===== src/rtl/ook_pulse_width_code_sender_assert.svh =====
// Assertion shorthands for the code sender, sampled on clock, quiet in reset.
`ifndef OOK_PULSE_WIDTH_CODE_SENDER_ASSERT_SVH
`define OOK_PULSE_WIDTH_CODE_SENDER_ASSERT_SVH

// Check a consequence in the same cycle.
`define OOKPWS_ASSERT_IMPLY(label, ante, cons) \
   label: assert property (@(posedge clock) disable iff (reset) (ante) |-> (cons)) \
      else $error("code sender assertion failed");

// Check a consequence in the next cycle.
`define OOKPWS_ASSERT_NEXT(label, ante, cons) \
   label: assert property (@(posedge clock) disable iff (reset) (ante) |=> (cons)) \
      else $error("code sender assertion failed");

`endif


===== src/rtl/ookpws_pkg.sv =====
`timescale 1ns / 1ps

package ookpws_pkg;

   // Configuration port
   localparam int CSR_DATA_W  = 16;
   localparam int CSR_INDEX_W = 3;
   localparam int REPEAT_W    = 8;

   localparam logic [CSR_INDEX_W-1:0] CSR_BIT_PERIOD    = 3'd0;
   localparam logic [CSR_INDEX_W-1:0] CSR_ONE_LOW_TIME  = 3'd1;
   localparam logic [CSR_INDEX_W-1:0] CSR_ZERO_LOW_TIME = 3'd2;
   localparam logic [CSR_INDEX_W-1:0] CSR_FRAME_GAP     = 3'd3;
   localparam logic [CSR_INDEX_W-1:0] CSR_FRAME_REPEATS = 3'd4;

   // Register reset values
   localparam logic [CSR_DATA_W-1:0] RST_BIT_PERIOD    = 16'd720;
   localparam logic [CSR_DATA_W-1:0] RST_ONE_LOW_TIME  = 16'd125;
   localparam logic [CSR_DATA_W-1:0] RST_ZERO_LOW_TIME = 16'd471;
   localparam logic [CSR_DATA_W-1:0] RST_FRAME_GAP     = 16'd5364;
   localparam logic [REPEAT_W-1:0]   RST_FRAME_REPEATS = 8'd12;

   // Input word function codes
   localparam logic FUNC_TICK  = 1'b0;
   localparam logic FUNC_START = 1'b1;

   // Result word
   typedef struct packed {
      logic line_level;
      logic busy_res;
      logic done_res;
      logic start_rejected;
   } rsp_word_type;

endpackage


===== src/rtl/ookpws_cfg.sv =====
`timescale 1ns / 1ps

module ookpws_cfg #(
   parameter int TIME_WIDTH = 16
) (
   input  logic                                    clock,
   input  logic                                    reset,
   input  logic                                    csr_we,
   input  logic [ookpws_pkg::CSR_INDEX_W-1:0]      csr_index,
   input  logic [ookpws_pkg::CSR_DATA_W-1:0]       csr_wdata,
   output logic [TIME_WIDTH-1:0]                   hi_one,
   output logic [TIME_WIDTH-1:0]                   lo_one,
   output logic [TIME_WIDTH-1:0]                   hi_zero,
   output logic [TIME_WIDTH-1:0]                   lo_zero,
   output logic [TIME_WIDTH-1:0]                   gap_time,
   output logic [ookpws_pkg::REPEAT_W-1:0]         frame_repeats
);
   import ookpws_pkg::*;

   localparam logic [32:0] TIME_MAX = (33'd1 << TIME_WIDTH) - 33'd1;

   logic [CSR_DATA_W-1:0] bit_period_ff;
   logic [CSR_DATA_W-1:0] one_low_ff;
   logic [CSR_DATA_W-1:0] zero_low_ff;
   logic [CSR_DATA_W-1:0] gap_ff;
   logic [REPEAT_W-1:0]   repeats_ff;

   logic [CSR_DATA_W-1:0] hi_one_raw;
   logic [CSR_DATA_W-1:0] hi_zero_raw;

   logic [TIME_WIDTH-1:0] hi_one_ff, lo_one_ff, hi_zero_ff, lo_zero_ff, gap_time_ff;

   // Clamp a duration to the time counter range
   function automatic logic [TIME_WIDTH-1:0] sat_time(input logic [CSR_DATA_W-1:0] v);
      logic [32:0] wide;
      wide = 33'(v);
      sat_time = (wide > TIME_MAX) ? TIME_MAX[TIME_WIDTH-1:0] : wide[TIME_WIDTH-1:0];
   endfunction

   // Write registers; unknown indexes drop
   always_ff @(posedge clock) begin
      if (reset) begin
         bit_period_ff <= RST_BIT_PERIOD;
         one_low_ff    <= RST_ONE_LOW_TIME;
         zero_low_ff   <= RST_ZERO_LOW_TIME;
         gap_ff        <= RST_FRAME_GAP;
         repeats_ff    <= RST_FRAME_REPEATS;
      end else if (csr_we) begin
         case (csr_index)
            CSR_BIT_PERIOD:    bit_period_ff <= csr_wdata;
            CSR_ONE_LOW_TIME:  one_low_ff    <= csr_wdata;
            CSR_ZERO_LOW_TIME: zero_low_ff   <= csr_wdata;
            CSR_FRAME_GAP:     gap_ff        <= csr_wdata;
            CSR_FRAME_REPEATS: repeats_ff    <= csr_wdata[REPEAT_W-1:0];
            default: ;
         endcase
      end
   end

   // High time is what the low time leaves of the bit cell, floored at zero
   assign hi_one_raw  = (bit_period_ff > one_low_ff)  ? bit_period_ff - one_low_ff  : '0;
   assign hi_zero_raw = (bit_period_ff > zero_low_ff) ? bit_period_ff - zero_low_ff : '0;

   // Hold derived durations in registers
   always_ff @(posedge clock) begin
      hi_one_ff   <= sat_time(hi_one_raw);
      lo_one_ff   <= sat_time(one_low_ff);
      hi_zero_ff  <= sat_time(hi_zero_raw);
      lo_zero_ff  <= sat_time(zero_low_ff);
      gap_time_ff <= sat_time(gap_ff);
   end

   assign hi_one        = hi_one_ff;
   assign lo_one        = lo_one_ff;
   assign hi_zero       = hi_zero_ff;
   assign lo_zero       = lo_zero_ff;
   assign gap_time      = gap_time_ff;
   assign frame_repeats = repeats_ff;

endmodule


===== src/rtl/ookpws_core.sv =====
`timescale 1ns / 1ps

module ookpws_core #(
   parameter int CODE_BITS  = 25,
   parameter int TIME_WIDTH = 16
) (
   input  logic                              clock,
   input  logic                              reset,
   input  logic                              step,
   input  logic                              func,
   input  logic [CODE_BITS-1:0]              code,
   input  logic [TIME_WIDTH-1:0]             hi_one,
   input  logic [TIME_WIDTH-1:0]             lo_one,
   input  logic [TIME_WIDTH-1:0]             hi_zero,
   input  logic [TIME_WIDTH-1:0]             lo_zero,
   input  logic [TIME_WIDTH-1:0]             gap_time,
   input  logic [ookpws_pkg::REPEAT_W-1:0]   frame_repeats,
   output ookpws_pkg::rsp_word_type          rsp_word
);
   import ookpws_pkg::*;

   localparam int POS_W = (CODE_BITS > 1) ? $clog2(CODE_BITS) : 1;

   typedef enum logic [1:0] {PH_IDLE, PH_HIGH, PH_LOW, PH_GAP} phase_type;

   phase_type             phase_ff, phase_in;
   logic [TIME_WIDTH-1:0] time_left_ff, time_left_in;
   logic [POS_W-1:0]      pos_ff, pos_in;
   logic [REPEAT_W-1:0]   frames_left_ff, frames_left_in;
   logic [CODE_BITS-1:0]  code_ff, code_in;

   logic                  is_start;
   logic [CODE_BITS-1:0]  code_use;
   logic [CODE_BITS-1:0]  send_bits;
   logic [CODE_BITS-1:0]  cell_live;
   logic                  one_live, zero_live, gap_live;
   logic                  cur_bit;

   logic                  found_a, found_z;
   logic [POS_W-1:0]      pos_a, pos_z;
   phase_type             ent_a_phase, ent_z_phase;
   logic [TIME_WIDTH-1:0] ent_a_time, ent_z_time;

   logic [TIME_WIDTH-1:0] time_dec;
   logic [REPEAT_W-1:0]   frames_dec;

   assign is_start  = (func == FUNC_START);
   assign code_use  = is_start ? code : code_ff;
   assign one_live  = (hi_one != '0) || (lo_one != '0);
   assign zero_live = (hi_zero != '0) || (lo_zero != '0);
   assign gap_live  = (gap_time != '0);

   // Put bits in send order and mark cells that take any time
   always_comb begin
      for (int k = 0; k < CODE_BITS; k++) begin
         send_bits[k] = code_use[CODE_BITS-1-k];
         cell_live[k] = send_bits[k] ? one_live : zero_live;
      end
   end

   assign cur_bit = send_bits[pos_ff];

   // Find the first live cell after the current one, and the first in the frame
   always_comb begin
      found_a = 1'b0;
      pos_a   = '0;
      found_z = 1'b0;
      pos_z   = '0;
      for (int k = CODE_BITS - 1; k >= 0; k--) begin
         if (cell_live[k] && (k > int'(pos_ff))) begin
            found_a = 1'b1;
            pos_a   = POS_W'(k);
         end
         if (cell_live[k]) begin
            found_z = 1'b1;
            pos_z   = POS_W'(k);
         end
      end
   end

   // Entry phase of a found cell: high if it has high time, else straight to low
   always_comb begin
      if (send_bits[pos_a] ? (hi_one != '0) : (hi_zero != '0)) begin
         ent_a_phase = PH_HIGH;
         ent_a_time  = send_bits[pos_a] ? hi_one : hi_zero;
      end else begin
         ent_a_phase = PH_LOW;
         ent_a_time  = send_bits[pos_a] ? lo_one : lo_zero;
      end
      if (send_bits[pos_z] ? (hi_one != '0) : (hi_zero != '0)) begin
         ent_z_phase = PH_HIGH;
         ent_z_time  = send_bits[pos_z] ? hi_one : hi_zero;
      end else begin
         ent_z_phase = PH_LOW;
         ent_z_time  = send_bits[pos_z] ? lo_one : lo_zero;
      end
   end

   assign time_dec   = time_left_ff - 1'b1;
   assign frames_dec = frames_left_ff - 1'b1;

   // Next state and result word for one input word
   always_comb begin
      logic go_next_bit;
      logic go_frame_end;
      logic go_restart;

      phase_in       = phase_ff;
      time_left_in   = time_left_ff;
      pos_in         = pos_ff;
      frames_left_in = frames_left_ff;
      code_in        = code_ff;
      rsp_word       = '0;
      go_next_bit    = 1'b0;
      go_frame_end   = 1'b0;
      go_restart     = 1'b0;

      if (is_start) begin
         if (phase_ff != PH_IDLE) begin
            rsp_word.line_level     = (phase_ff == PH_HIGH);
            rsp_word.busy_res       = 1'b1;
            rsp_word.start_rejected = 1'b1;
         end else begin
            code_in        = code;
            frames_left_in = frame_repeats;
            if (frame_repeats == '0) begin
               rsp_word.done_res = 1'b1;
            end else begin
               go_restart = 1'b1;
            end
         end
      end else if (phase_ff != PH_IDLE) begin
         rsp_word.line_level = (phase_ff == PH_HIGH);
         rsp_word.busy_res   = 1'b1;
         if (time_dec != '0) begin
            time_left_in = time_dec;
         end else begin
            case (phase_ff)
               PH_HIGH: begin
                  if ((cur_bit ? lo_one : lo_zero) != '0) begin
                     phase_in     = PH_LOW;
                     time_left_in = cur_bit ? lo_one : lo_zero;
                  end else begin
                     go_next_bit = 1'b1;
                  end
               end
               PH_LOW:  go_next_bit  = 1'b1;
               PH_GAP:  go_frame_end = 1'b1;
               default: ;
            endcase
         end
      end

      // Skip empty cells and an empty gap
      if (go_next_bit) begin
         if (found_a) begin
            phase_in     = ent_a_phase;
            time_left_in = ent_a_time;
            pos_in       = pos_a;
         end else if (gap_live) begin
            phase_in     = PH_GAP;
            time_left_in = gap_time;
         end else begin
            go_frame_end = 1'b1;
         end
      end

      // Count off a frame; finish or start over
      if (go_frame_end) begin
         if (frames_dec == '0) begin
            phase_in          = PH_IDLE;
            time_left_in      = '0;
            pos_in            = '0;
            frames_left_in    = '0;
            rsp_word.done_res = 1'b1;
         end else begin
            frames_left_in = frames_dec;
            go_restart     = 1'b1;
         end
      end

      // Start a frame at its first live cell or else its gap; with neither, finish
      if (go_restart) begin
         if (found_z) begin
            phase_in     = ent_z_phase;
            time_left_in = ent_z_time;
            pos_in       = pos_z;
         end else if (gap_live) begin
            phase_in     = PH_GAP;
            time_left_in = gap_time;
         end else begin
            phase_in          = PH_IDLE;
            time_left_in      = '0;
            pos_in            = '0;
            frames_left_in    = '0;
            rsp_word.done_res = 1'b1;
         end
      end

      if (is_start && (phase_ff == PH_IDLE)) begin
         rsp_word.busy_res = (phase_in != PH_IDLE);
      end
   end

   // Hold sender state; advance on each processed word
   always_ff @(posedge clock) begin
      if (reset) begin
         phase_ff       <= PH_IDLE;
         time_left_ff   <= '0;
         pos_ff         <= '0;
         frames_left_ff <= '0;
      end else if (step) begin
         phase_ff       <= phase_in;
         time_left_ff   <= time_left_in;
         pos_ff         <= pos_in;
         frames_left_ff <= frames_left_in;
      end
   end

   always_ff @(posedge clock) begin
      if (step) begin
         code_ff <= code_in;
      end
   end

endmodule


===== src/rtl/ook_pulse_width_code_sender.sv =====
`timescale 1ns / 1ps

// On-off keyed pulse-width code sender. A start word loads a CODE_BITS code
// that is sent first bit first, one bit cell per bit, each cell high then low
// by the one/zero low times, a low frame gap after every frame, the frame
// repeated frame_repeats times; every tick word moves the waveform by one tick
// and yields one result word with the pin level for that tick. One word is
// taken every cycle unless the result side stalls; its result passes through
// the input register and the result register around the single-pass sequencer
// next-state logic. Write the csr_ registers only while no word is in flight;
// a register change passes the csr register, then the duration register.
module ook_pulse_width_code_sender #(
   parameter int CODE_BITS  = 25,
   parameter int TIME_WIDTH = 16
) (
   input  logic                                 clock,
   input  logic                                 reset,
   input  logic                                 req_valid,
   output logic                                 req_ready,
   input  logic                                 req_func,
   input  logic [CODE_BITS-1:0]                 req_code,
   output logic                                 rsp_valid,
   input  logic                                 rsp_ready,
   output logic                                 rsp_line_level,
   output logic                                 rsp_busy_res,
   output logic                                 rsp_done_res,
   output logic                                 rsp_start_rejected,
   input  logic                                 csr_we,
   input  logic [ookpws_pkg::CSR_INDEX_W-1:0]   csr_index,
   input  logic [ookpws_pkg::CSR_DATA_W-1:0]    csr_wdata
);
   import ookpws_pkg::*;

`include "ook_pulse_width_code_sender_assert.svh"

   logic                  in_valid_ff, in_valid_in;
   logic                  in_func_ff;
   logic [CODE_BITS-1:0]  in_code_ff;
   logic                  out_valid_ff, out_valid_in;
   rsp_word_type          out_word_ff;
   rsp_word_type          core_word;
   logic                  advance;
   logic                  fire;
   logic                  req_take;

   logic [TIME_WIDTH-1:0] hi_one, lo_one, hi_zero, lo_zero, gap_time;
   logic [REPEAT_W-1:0]   frame_repeats;

   // Handshake flow
   assign advance     = !out_valid_ff || rsp_ready;
   assign fire        = in_valid_ff && advance;
   assign req_ready   = !in_valid_ff || advance;
   assign req_take    = req_valid && req_ready;
   assign in_valid_in = req_take ? 1'b1 : (fire ? 1'b0 : in_valid_ff);
   assign out_valid_in = fire ? 1'b1 : (rsp_ready ? 1'b0 : out_valid_ff);

   // Hold the accepted word
   always_ff @(posedge clock) begin
      if (reset) begin
         in_valid_ff <= 1'b0;
      end else begin
         in_valid_ff <= in_valid_in;
      end
   end

   always_ff @(posedge clock) begin
      if (req_take) begin
         in_func_ff <= req_func;
         in_code_ff <= req_code;
      end
   end

   ookpws_cfg #(
      .TIME_WIDTH (TIME_WIDTH)
   ) u_cfg (
      .clock         (clock),
      .reset         (reset),
      .csr_we        (csr_we),
      .csr_index     (csr_index),
      .csr_wdata     (csr_wdata),
      .hi_one        (hi_one),
      .lo_one        (lo_one),
      .hi_zero       (hi_zero),
      .lo_zero       (lo_zero),
      .gap_time      (gap_time),
      .frame_repeats (frame_repeats)
   );

   ookpws_core #(
      .CODE_BITS  (CODE_BITS),
      .TIME_WIDTH (TIME_WIDTH)
   ) u_core (
      .clock         (clock),
      .reset         (reset),
      .step          (fire),
      .func          (in_func_ff),
      .code          (in_code_ff),
      .hi_one        (hi_one),
      .lo_one        (lo_one),
      .hi_zero       (hi_zero),
      .lo_zero       (lo_zero),
      .gap_time      (gap_time),
      .frame_repeats (frame_repeats),
      .rsp_word      (core_word)
   );

   // Hold the result word until taken
   always_ff @(posedge clock) begin
      if (reset) begin
         out_valid_ff <= 1'b0;
      end else begin
         out_valid_ff <= out_valid_in;
      end
   end

   always_ff @(posedge clock) begin
      if (fire) begin
         out_word_ff <= core_word;
      end
   end

   assign rsp_valid          = out_valid_ff;
   assign rsp_line_level     = out_word_ff.line_level;
   assign rsp_busy_res       = out_word_ff.busy_res;
   assign rsp_done_res       = out_word_ff.done_res;
   assign rsp_start_rejected = out_word_ff.start_rejected;

   // A stalled result with a word waiting must block the input
   `OOKPWS_ASSERT_IMPLY(a_stall_blocks, in_valid_ff && out_valid_ff && !rsp_ready, !req_ready)
   // A processed word shows up as a result on the next cycle
   `OOKPWS_ASSERT_NEXT(a_fire_gives_result, fire, rsp_valid)
   // A rejected start only happens mid-code and never ends it
   `OOKPWS_ASSERT_IMPLY(a_rej_busy, rsp_valid && rsp_start_rejected, rsp_busy_res && !rsp_done_res)

endmodule

===== config.mk =====
export PLATFORM = sky130hd
export DESIGN_NAME = ook_pulse_width_code_sender
export DESIGN_NICKNAME = d
export VERILOG_FILES = /design/src/rtl/ookpws_pkg.sv /design/src/rtl/ookpws_cfg.sv /design/src/rtl/ookpws_core.sv /design/src/rtl/ook_pulse_width_code_sender.sv
export VERILOG_INCLUDE_DIRS = /design/src /design/src/rtl
export SDC_FILE = /design/constraint.sdc
export NUM_CORES = 1
export LEC_CHECK = 0
export BUFFER_PORTS_ARGS = -buffer_cell sky130_fd_sc_hd__buf_4
export CORE_MARGIN = 2
export CORE_UTILIZATION = 35
export DETAILED_ROUTE_END_ITERATION = 8
export HOLD_SLACK_MARGIN = 0.08
export PLACE_DENSITY = 0.48
export SETUP_SLACK_MARGIN = 0.02
export SLEW_MARGIN = 20
export SYNTH_ARGS = -nofsm -noshare
export SYNTH_HDL_FRONTEND = slang
export SYNTH_SLANG_ARGS = --single-unit

===== constraint.sdc =====
create_clock -name clock -period 10.5 [get_ports clock]
set_input_delay 2.1 -clock clock [delete_from_list [all_inputs] [get_ports clock]]
set_output_delay 2.1 -clock clock [all_outputs]
set_load 0.03 [all_outputs]

======== Word level (Yosys, flattened, before mapping) ========
Cells that the tools add are included.
storage, ports and cells
  bits in registers ....................... 240
  input bits .............................. 50
  output and inout port bits .............. 6
operators by class
  add/sub/neg operators ................... 4
  magnitude comparators ................... 29
  eq/ne operators ......................... 7
  multiplexer cells ....................... 213
  bitwise logic cells ..................... 1
  reduce and logical (&&, ||, !) cells .... 54
operators with widths
  cell                     count
  $mux W16                 20
  $mux W5                  56
  $reduce_bool A16 Y1      7
  $mux W1                  109
  $mux W8                  7
  $gt A5 B5 Y1 const A     9
  $gt A4 B5 Y1 const A     8
  $gt A16 B16 Y1           2
  $mux W2                  16
  $sub A16 B16 Y16         2
  $logic_and A1 B1 Y1      27
  $mux W25                 1
  $gt A3 B5 Y1 const A     4
  $lt A5 B6 Y1 const B     3
  $logic_not A8 Y1         2
  $sub A16 B1 Y16 const B  1
  $bmux W1 S5              3
  $gt A2 B5 Y1 const A     2
  $reduce_and A2 Y1        5
  $reduce_bool A2 Y1       4
  $sub A8 B1 Y8 const B    1
  $eq A3 B2 Y1 const B     2
  $gt A1 B5 Y1 const A     1
  $eq A2 B2 Y1 const B     2
  10 further kinds         14

======== Depth between registers and ports, before layout ========
Gate-level depths: netlist of run 1.
  depth in word-level cells ............... 39
  mapped depth ............................ 21

======== Cells and area by module ========
Synthesis of run 1 repeated with hierarchy kept, for this count alone.
second synthesis, totals
  cells, all modules ...................... 1937
  area total of the unflattened synthesis .. 16243.1 µm²
by module, submodules not included
  module                       instances  cells an instance  area an instance (µm²)  seq. area each (µm²)
  ookpws_core                  1          1187               8983.6                  1371.3
  ookpws_cfg                   1          710                6254.7                  3042.9
  ook_pulse_width_code_sender  1          40                 1004.7                  940.9

======== Worst setup path before layout of run 1 ========
No wires, ideal clock.
  kind .................................... input port to output port
  start point ............................. input port rsp_ready
  end point ............................... output port req_ready
  arrival ................................. 2503 ps
  data required time ...................... 8400 ps
  slack ................................... 5897 ps
  stages .................................. 2
  buffers on the path ..................... 0
  cell sequence ........................... nor2b_1 nand2_1
on the way
  longest elaborated chain between the ends .. 2
ends and longest elaborated chain
  what                line                               source
  start: declaration  ook_pulse_width_code_sender.sv:23  input logic rsp_ready,
  $logic_or A1 B1 Y1  ook_pulse_width_code_sender.sv:50  assign advance = !out_valid_ff || rsp_ready;
  $logic_or A1 B1 Y1  ook_pulse_width_code_sender.sv:52  assign req_ready = !in_valid_ff || advance;
  end: declaration    ook_pulse_width_code_sender.sv:19  output logic req_ready,
No other way between the ends.

==> results.tsv, run 1 <==
metric	value	unit
drc_errors	0	
final_nets	1917	
p_leak	6.22	nW
ys_types	98	
synth_area_per_cell	8.32	um^2
start_util	0.353	
dpl.hpwl	44.1	mm
maxSlewViolCount	0	
grt_pass1_vias	13900	
globalplace.congestion	0.957	
period_minus_slack	6.52	ns
die_w	212	um
cp_data_arrival_time	6.80	ns
dpl_worst_slack	4.15	ns
cts_tree	built	
power	2.62	mW
crit_fanout	28	
syn_nets	1909	
fin_setup_tns	0	ns
synth_ff_type	dfxtp_1	
core	0.0429	mm^2
ctsLongestPathBuffers	3	
mostFrequentLayoutCells	nand2_1 (246), a21oi_1 (197), dfxtp_1 (185)	
rows	76	
yosys_warnings	0	
cts_resized	0	
clk_latency	0.56	ns
reg2reg_slack	3.98	ns
dieArea	0.0449	mm^2
ff2ff_path_depth	16	
routed_wl	59.2	mm
criticalPathCategory	register to register	
synth_top_area_frac	0.245	
die_h	212	um
timing.rr.start	u_cfg.lo_one[3]	
yosysTopAreaCell	dfxtp_1	
synthTopCellsByArea	dfxtp_1 (24%), edfxtp_1 (11%), a21oi_1 (6.5%), nand2_1 (6.1%), mux2i_1 (4.2%)	
routedWlPerCell	24.4	um
cpMaxStageDelayCell	nand4_1	
worst_pin_slew	1.09	ns
grt_pass1_wl	89.3	mm
syn_inst	1817	
maxCapViolCount	0	
cts_sinks	240	
detail-route-antenna-nets	0	
hold_path_class	register to register	
syn_to_final_growth	12.0	%
htree_levels	1	
power_density	155	mW/mm^2
vias	14500	
io_buffer_count	55	
placed_cells_incl_taps	2380	
setup.worst_path.end_class	register	
firstDrtPassIters	6	
cts.clk_slew.worst_paths	0.06	ns
crit_chain	nor4_2 -> nand4_1 -> nor2_2 -> buf_4 -> o21ai_0 -> and3_1 -> a2111o_1 -> o311ai_4 -> a211oi_1 -> o41ai_2 -> nand3_2 -> a21oi_4 -> nand2_4 -> a21o_1 -> o311ai_0 -> nand3_1	
numCtsBuffers	28	
ir_drop	0.000149	V
min_period_over_period	0.621	
drt-initial-drc-count	1474	
finalClockSkew	0.0189	ns
crit_end	rsp_busy_res	
worst_path_largest_cell_delay	0.83	ns
startpoint_type	register	
synth_edf_count	55	
fill_cells	4368	
ctsHoldBuffers	0	
fin_ws	3.98	ns
ios	56	
layout.cells.non_filler	2431	
synthArstFlopShare	0	
grt_max_degree	84	
ys_ff_latch	240	
overflow	0	
final_common_cell	nand2_1	
hold_violations	0	
cp_data_required_time	10.78	ns
post_cts_buffers	0	
status	finished clean	
rsz0062_at_grt	false	
slew_headroom	0.255	
grtUsageTotal	0.261	
setup_violations	0	
synth_area	0.0151	mm^2
ys_seq_area_frac	0.354	
grt_antenna_before_repair	0	
crit_start	u_cfg.lo_one[3]	
via_per_inst	5.98	
max_freq	153	MHz
worst_r2r_endpoint	rsp_busy_res	
drive_above_1_share	0.121	
n_antenna_cell	0	
root_buffer	clkbuf_16	
-- power breakdown --
part | internal, mW | switching, mW | total (mW) | leakage, nW
registers | 0.998 | 0.0622 | 1.06 | 2.03
clock network | 0.588 | 0.399 | 0.987 | 0.465
logic | 0.207 | 0.370 | 0.577 | 3.72
total | 1.79 | 0.831 | 2.62 | 6.22
-- Yosys cell counts, drive strengths merged, types with 20 or more instances --
cell	instances
nand2	248
a21oi	200
dfxtp	185
nor2	132
o21ai	108
inv	82
clkbuf	71
mux2i	66
a211oi	56
edfxtp	55
nor3	48
nor4	41
ha	40
nand3	34
buf	32
mux2	23
nand3b	22
and3	21
a221oi	20
a31oi	20
-- logic make-up (layout without fill, tap and decap cells) --
group / count (synthesis) / after routing / share of synthesized area
adders and majority gates: 42 / 42 / 0.0357
muxes: 101 / 101 / 0.0799
xor gates and xnor gates: 22 / 22 / 0.0127
and+or+nand+nor: 642 / 642 / 0.212
buffers and inverters: 186 / 215 / 0.0520
DFF: 240 / 240 / 0.354
AOI/OAI and AO/OA: 584 / 584 / 0.254
-- registers in the layout, indices dropped and copies added, names as in the netlist, 2 cells and up --
signal,cells
in_code_ff,25
u_core.code_ff,25
u_cfg.bit_period_ff,16
u_cfg.gap_ff,16
u_cfg.gap_time,16
u_cfg.hi_one,16
u_cfg.hi_zero,16
u_cfg.lo_one,16
u_cfg.lo_zero,16
u_cfg.one_low_ff,16
u_cfg.zero_low_ff,16
u_core.time_left_ff,16
u_cfg.frame_repeats,8
u_core.frames_left_ff,8
u_core.pos_ff,5
u_core.phase_ff,2
-- worst max-delay path: cells and delay by family (launching register included) --
kind            cells  cell delay, ns
compound gates      8            2.94
buf+inv             1            0.38
flops               1            0.37
simple gates        7            2.51
-- metrics by stage --
step | util | hold WS (ns) | area [um^2]
after global placement | 0.373 | 0.335 | 16000
final | 0.395 | 0.350 | 16900
after global routing | 0.395 | 0.353 | 16900
after floorplan | - | 0.331 | 15100
after detailed placement | 0.373 | 0.336 | 16000
after CTS | 0.395 | 0.351 | 16900
-- how the worst min path moves through the flow --
stage          cells past startpoint                start  slack (ns)                 end
2_1_floorplan                      0      u_cfg.gap_ff[0]        0.33   u_cfg.gap_time[0]
4_1_cts                            0  u_cfg.one_low_ff[4]        0.35     u_cfg.lo_one[4]
3_5_place_dp                       0  u_cfg.one_low_ff[4]        0.34     u_cfg.lo_one[4]
6_report                           0      u_cfg.gap_ff[5]        0.35   u_cfg.gap_time[5]
5_1_grt                            0  u_cfg.one_low_ff[4]        0.35     u_cfg.lo_one[4]
3_3_place_gp                       0     u_cfg.gap_ff[13]        0.34  u_cfg.gap_time[13]
-- final cells by class --
| type | instances | area (um^2) | area share |
|---|---|---|---|
| clock buffer | 44 | 866 | 0.0511 |
| clock inverter | 7 | 67.6 | 0.00399 |
| inverter | 83 | 312 | 0.0184 |
| multi-input combinational | 1391 | 9000 | 0.531 |
| sequential | 240 | 5360 | 0.316 |
| tap | 585 | 732 | 0.0432 |
| timing repair buffer | 81 | 608 | 0.0359 |
-- layer usage --
layer  wire, um  part of all wire  GRT usage
met1      25800              0.44      0.346
met2      27600              0.47      0.437
met3       3690             0.062     0.0349
met4       2060             0.035     0.0898
met5          0                 0          0
No activity file was read; power rests on OpenSTA's default activity.
==> run 2, diff against run 1 <==
- clock period: 10.5 -> 6.5 ns (I/O delays scaled with it)
==> results.tsv, run 2 (synthesized netlist as in run 1, its figures left out) <==
metric	value	unit
n_antenna_cell	0	
status	finished clean	
worst_path_largest_cell_delay	0.65	ns
rsz0062_at_grt	false	
drt-initial-drc-count	1405	
cp_data_arrival_time	6.24	ns
firstDrtPassIters	5	
p_leak	6.36	nW
ir_drop	0.000254	V
grtUsageTotal	0.258	
cp_data_required_time	6.81	ns
finalClockSkew	0.0216	ns
hold_path_class	register to register	
dieArea	0.0449	mm^2
fin_ws	0.578	ns
placed_cell_area	0.0162	mm^2
crit_chain	nor4_2 -> and4_1 -> buf_4 -> nand2_1 -> a32o_1 -> nor4_1 -> o211ai_1 -> and2_0 -> o21ai_0 -> a211oi_2 -> nor3_1 -> o21a_1 -> nor3_1 -> a21o_1 -> o311ai_0 -> nand3_1	
crit_family	simple AND/OR/NAND/NOR gates	
criticalPathCategory	register to register	
cpMaxStageDelayCell	nor4_2	
hold_start	u_cfg.gap_ff[7]	
die_h	212	um
routedWlPerCell	23.8	um
multi_input_area	0.00900	mm^2
detail-route-antenna-nets	0	
grt_pass1_vias	13800	
clk_latency	0.59	ns
ios	56	
power_switching	1.37	mW
via_per_inst	5.90	
startpoint_type	register	
dpl.hpwl	44.4	mm
ctsHoldBuffers	0	
grt_max_degree	64	
worst_pin_slew	1.06	ns
worst_r2r_endpoint	rsp_busy_res	
drc_errors	0	
final_common_cell	nand2_1	
power_density	251	mW/mm^2
internal-power	2.95	mW
regArea	0.00536	mm^2
core	0.0429	mm^2
grt_pass1_wl	88.0	mm
die_w	212	um
max_freq	169	MHz
ff2ff_path_depth	16	
power.share.sequential	0.399	
crit_fanout	10	
largestRegisters	in_code_ff x25, u_core.code_ff x25	
fin_setup_tns	0	ns
grt_antenna_before_repair	0	
worst-path-buf-inv	1	
dpl_worst_slack	0.780	ns
setup_violations	0	
maxCapViolCount	0	
post_cts_buffers	0	
globalplace.congestion	0.998	
io_buffer_count	55	
cts_tree	built	
fill_cells	4346	
hold_violations	0	
min_path_cells	0	
timing.rr.start	u_cfg.hi_zero[10]	
htree_levels	1	
maxSlewViolCount	0	
power_frac_clock	0.389	
vias	14500	
swShare	0.317	
start_util	0.353	
period_minus_slack	5.92	ns
ctsLongestPathBuffers	3	
final_nets	1940	
numCtsBuffers	29	
cts_resized	0	
hold_path_end	u_cfg.gap_time[7]	
syn_to_final_growth	13.7	%
rows	76	
slew_headroom	0.289	
cts.clk_slew.worst_paths	0.06	ns
comb_power_share	0.212	
reg2reg_slack	0.58	ns
root_buffer	clkbuf_16	
finalInstanceArea	0.0172	mm^2
min_period_over_period	0.911	
cp_common_cell	nor3_1	
cts_sinks	240	
mostFrequentLayoutCells	nand2_1 (246), a21oi_1 (197), dfxtp_1 (185)	
overflow	0	
drive_above_1_share	0.135	
routed_wl	58.4	mm
setup.worst_path.end_class	register	
## run 2: worst max path at each step
stage / start / endpoint / cells after the start
after detailed placement: in_func_ff / rsp_busy_res / 15
final: u_cfg.hi_zero[10] / rsp_busy_res / 16
after CTS: in_func_ff / rsp_busy_res / 15
after global routing: in_func_ff / rsp_busy_res / 15
after global placement: u_cfg.lo_one[11] / rsp_busy_res / 17
after floorplan: in_func_ff / rsp_busy_res / 19
## run 2: cell type report
| cell class | instances | share of cell area |
|---|---|---|
| multi-input cells | 1391 | 0.524 |
| repair buffers | 103 | 0.0457 |
| clock buffers | 38 | 0.0494 |
| flip-flops and latches | 240 | 0.312 |
| clock inverters | 16 | 0.00896 |
| well taps | 585 | 0.0426 |
| inverters | 83 | 0.0181 |
## run 2: worst reg2reg max path, cell delays in order, from the launching register on
cell and delay [ns]:
dfxtp_1 0.36, nor4_2 0.65, and4_1 0.44, buf_4 0.24
nand2_1 0.25, a32o_1 0.39, nor4_1 0.59, o211ai_1 0.29
and2_0 0.31, o21ai_0 0.27, a211oi_2 0.14, nor3_1 0.42
o21a_1 0.42, nor3_1 0.15, a21o_1 0.22, o311ai_0 0.40
nand3_1 0.13
## run 2: through the flow
stage	hold WS (ns)	util	cells	total power, mW
6_report	0.349	0.401	2456	4.32
5_1_grt	0.361	0.401	2456	4.51
4_1_cts	0.350	0.401	2456	4.35
3_5_place_dp	0.336	0.377	2402	2.65
3_3_place_gp	0.335	0.377	2402	2.66
2_1_floorplan	0.331	-	1817	2.35
## run 2: power groups by stage
stage / Clock [mW] / Sequential, mW / Combinational, mW
global placement: 0 / 1.75 / 0.906
finish: 1.68 / 1.72 / 0.917
floorplan: 0 / 1.70 / 0.645
detailed placement: 0 / 1.75 / 0.896
global route: 1.78 / 1.73 / 0.990
CTS: 1.72 / 1.72 / 0.901
## run 2: metal layers
layer / vias up / GRT usage / routed length (um)
li1: 6794 / - / -
met1: 6993 / 0.350 / 26000
met2: 573 / 0.421 / 26600
met3: 126 / 0.0331 / 3350
met4: 0 / 0.0964 / 2360
met5: - / 0 / 0
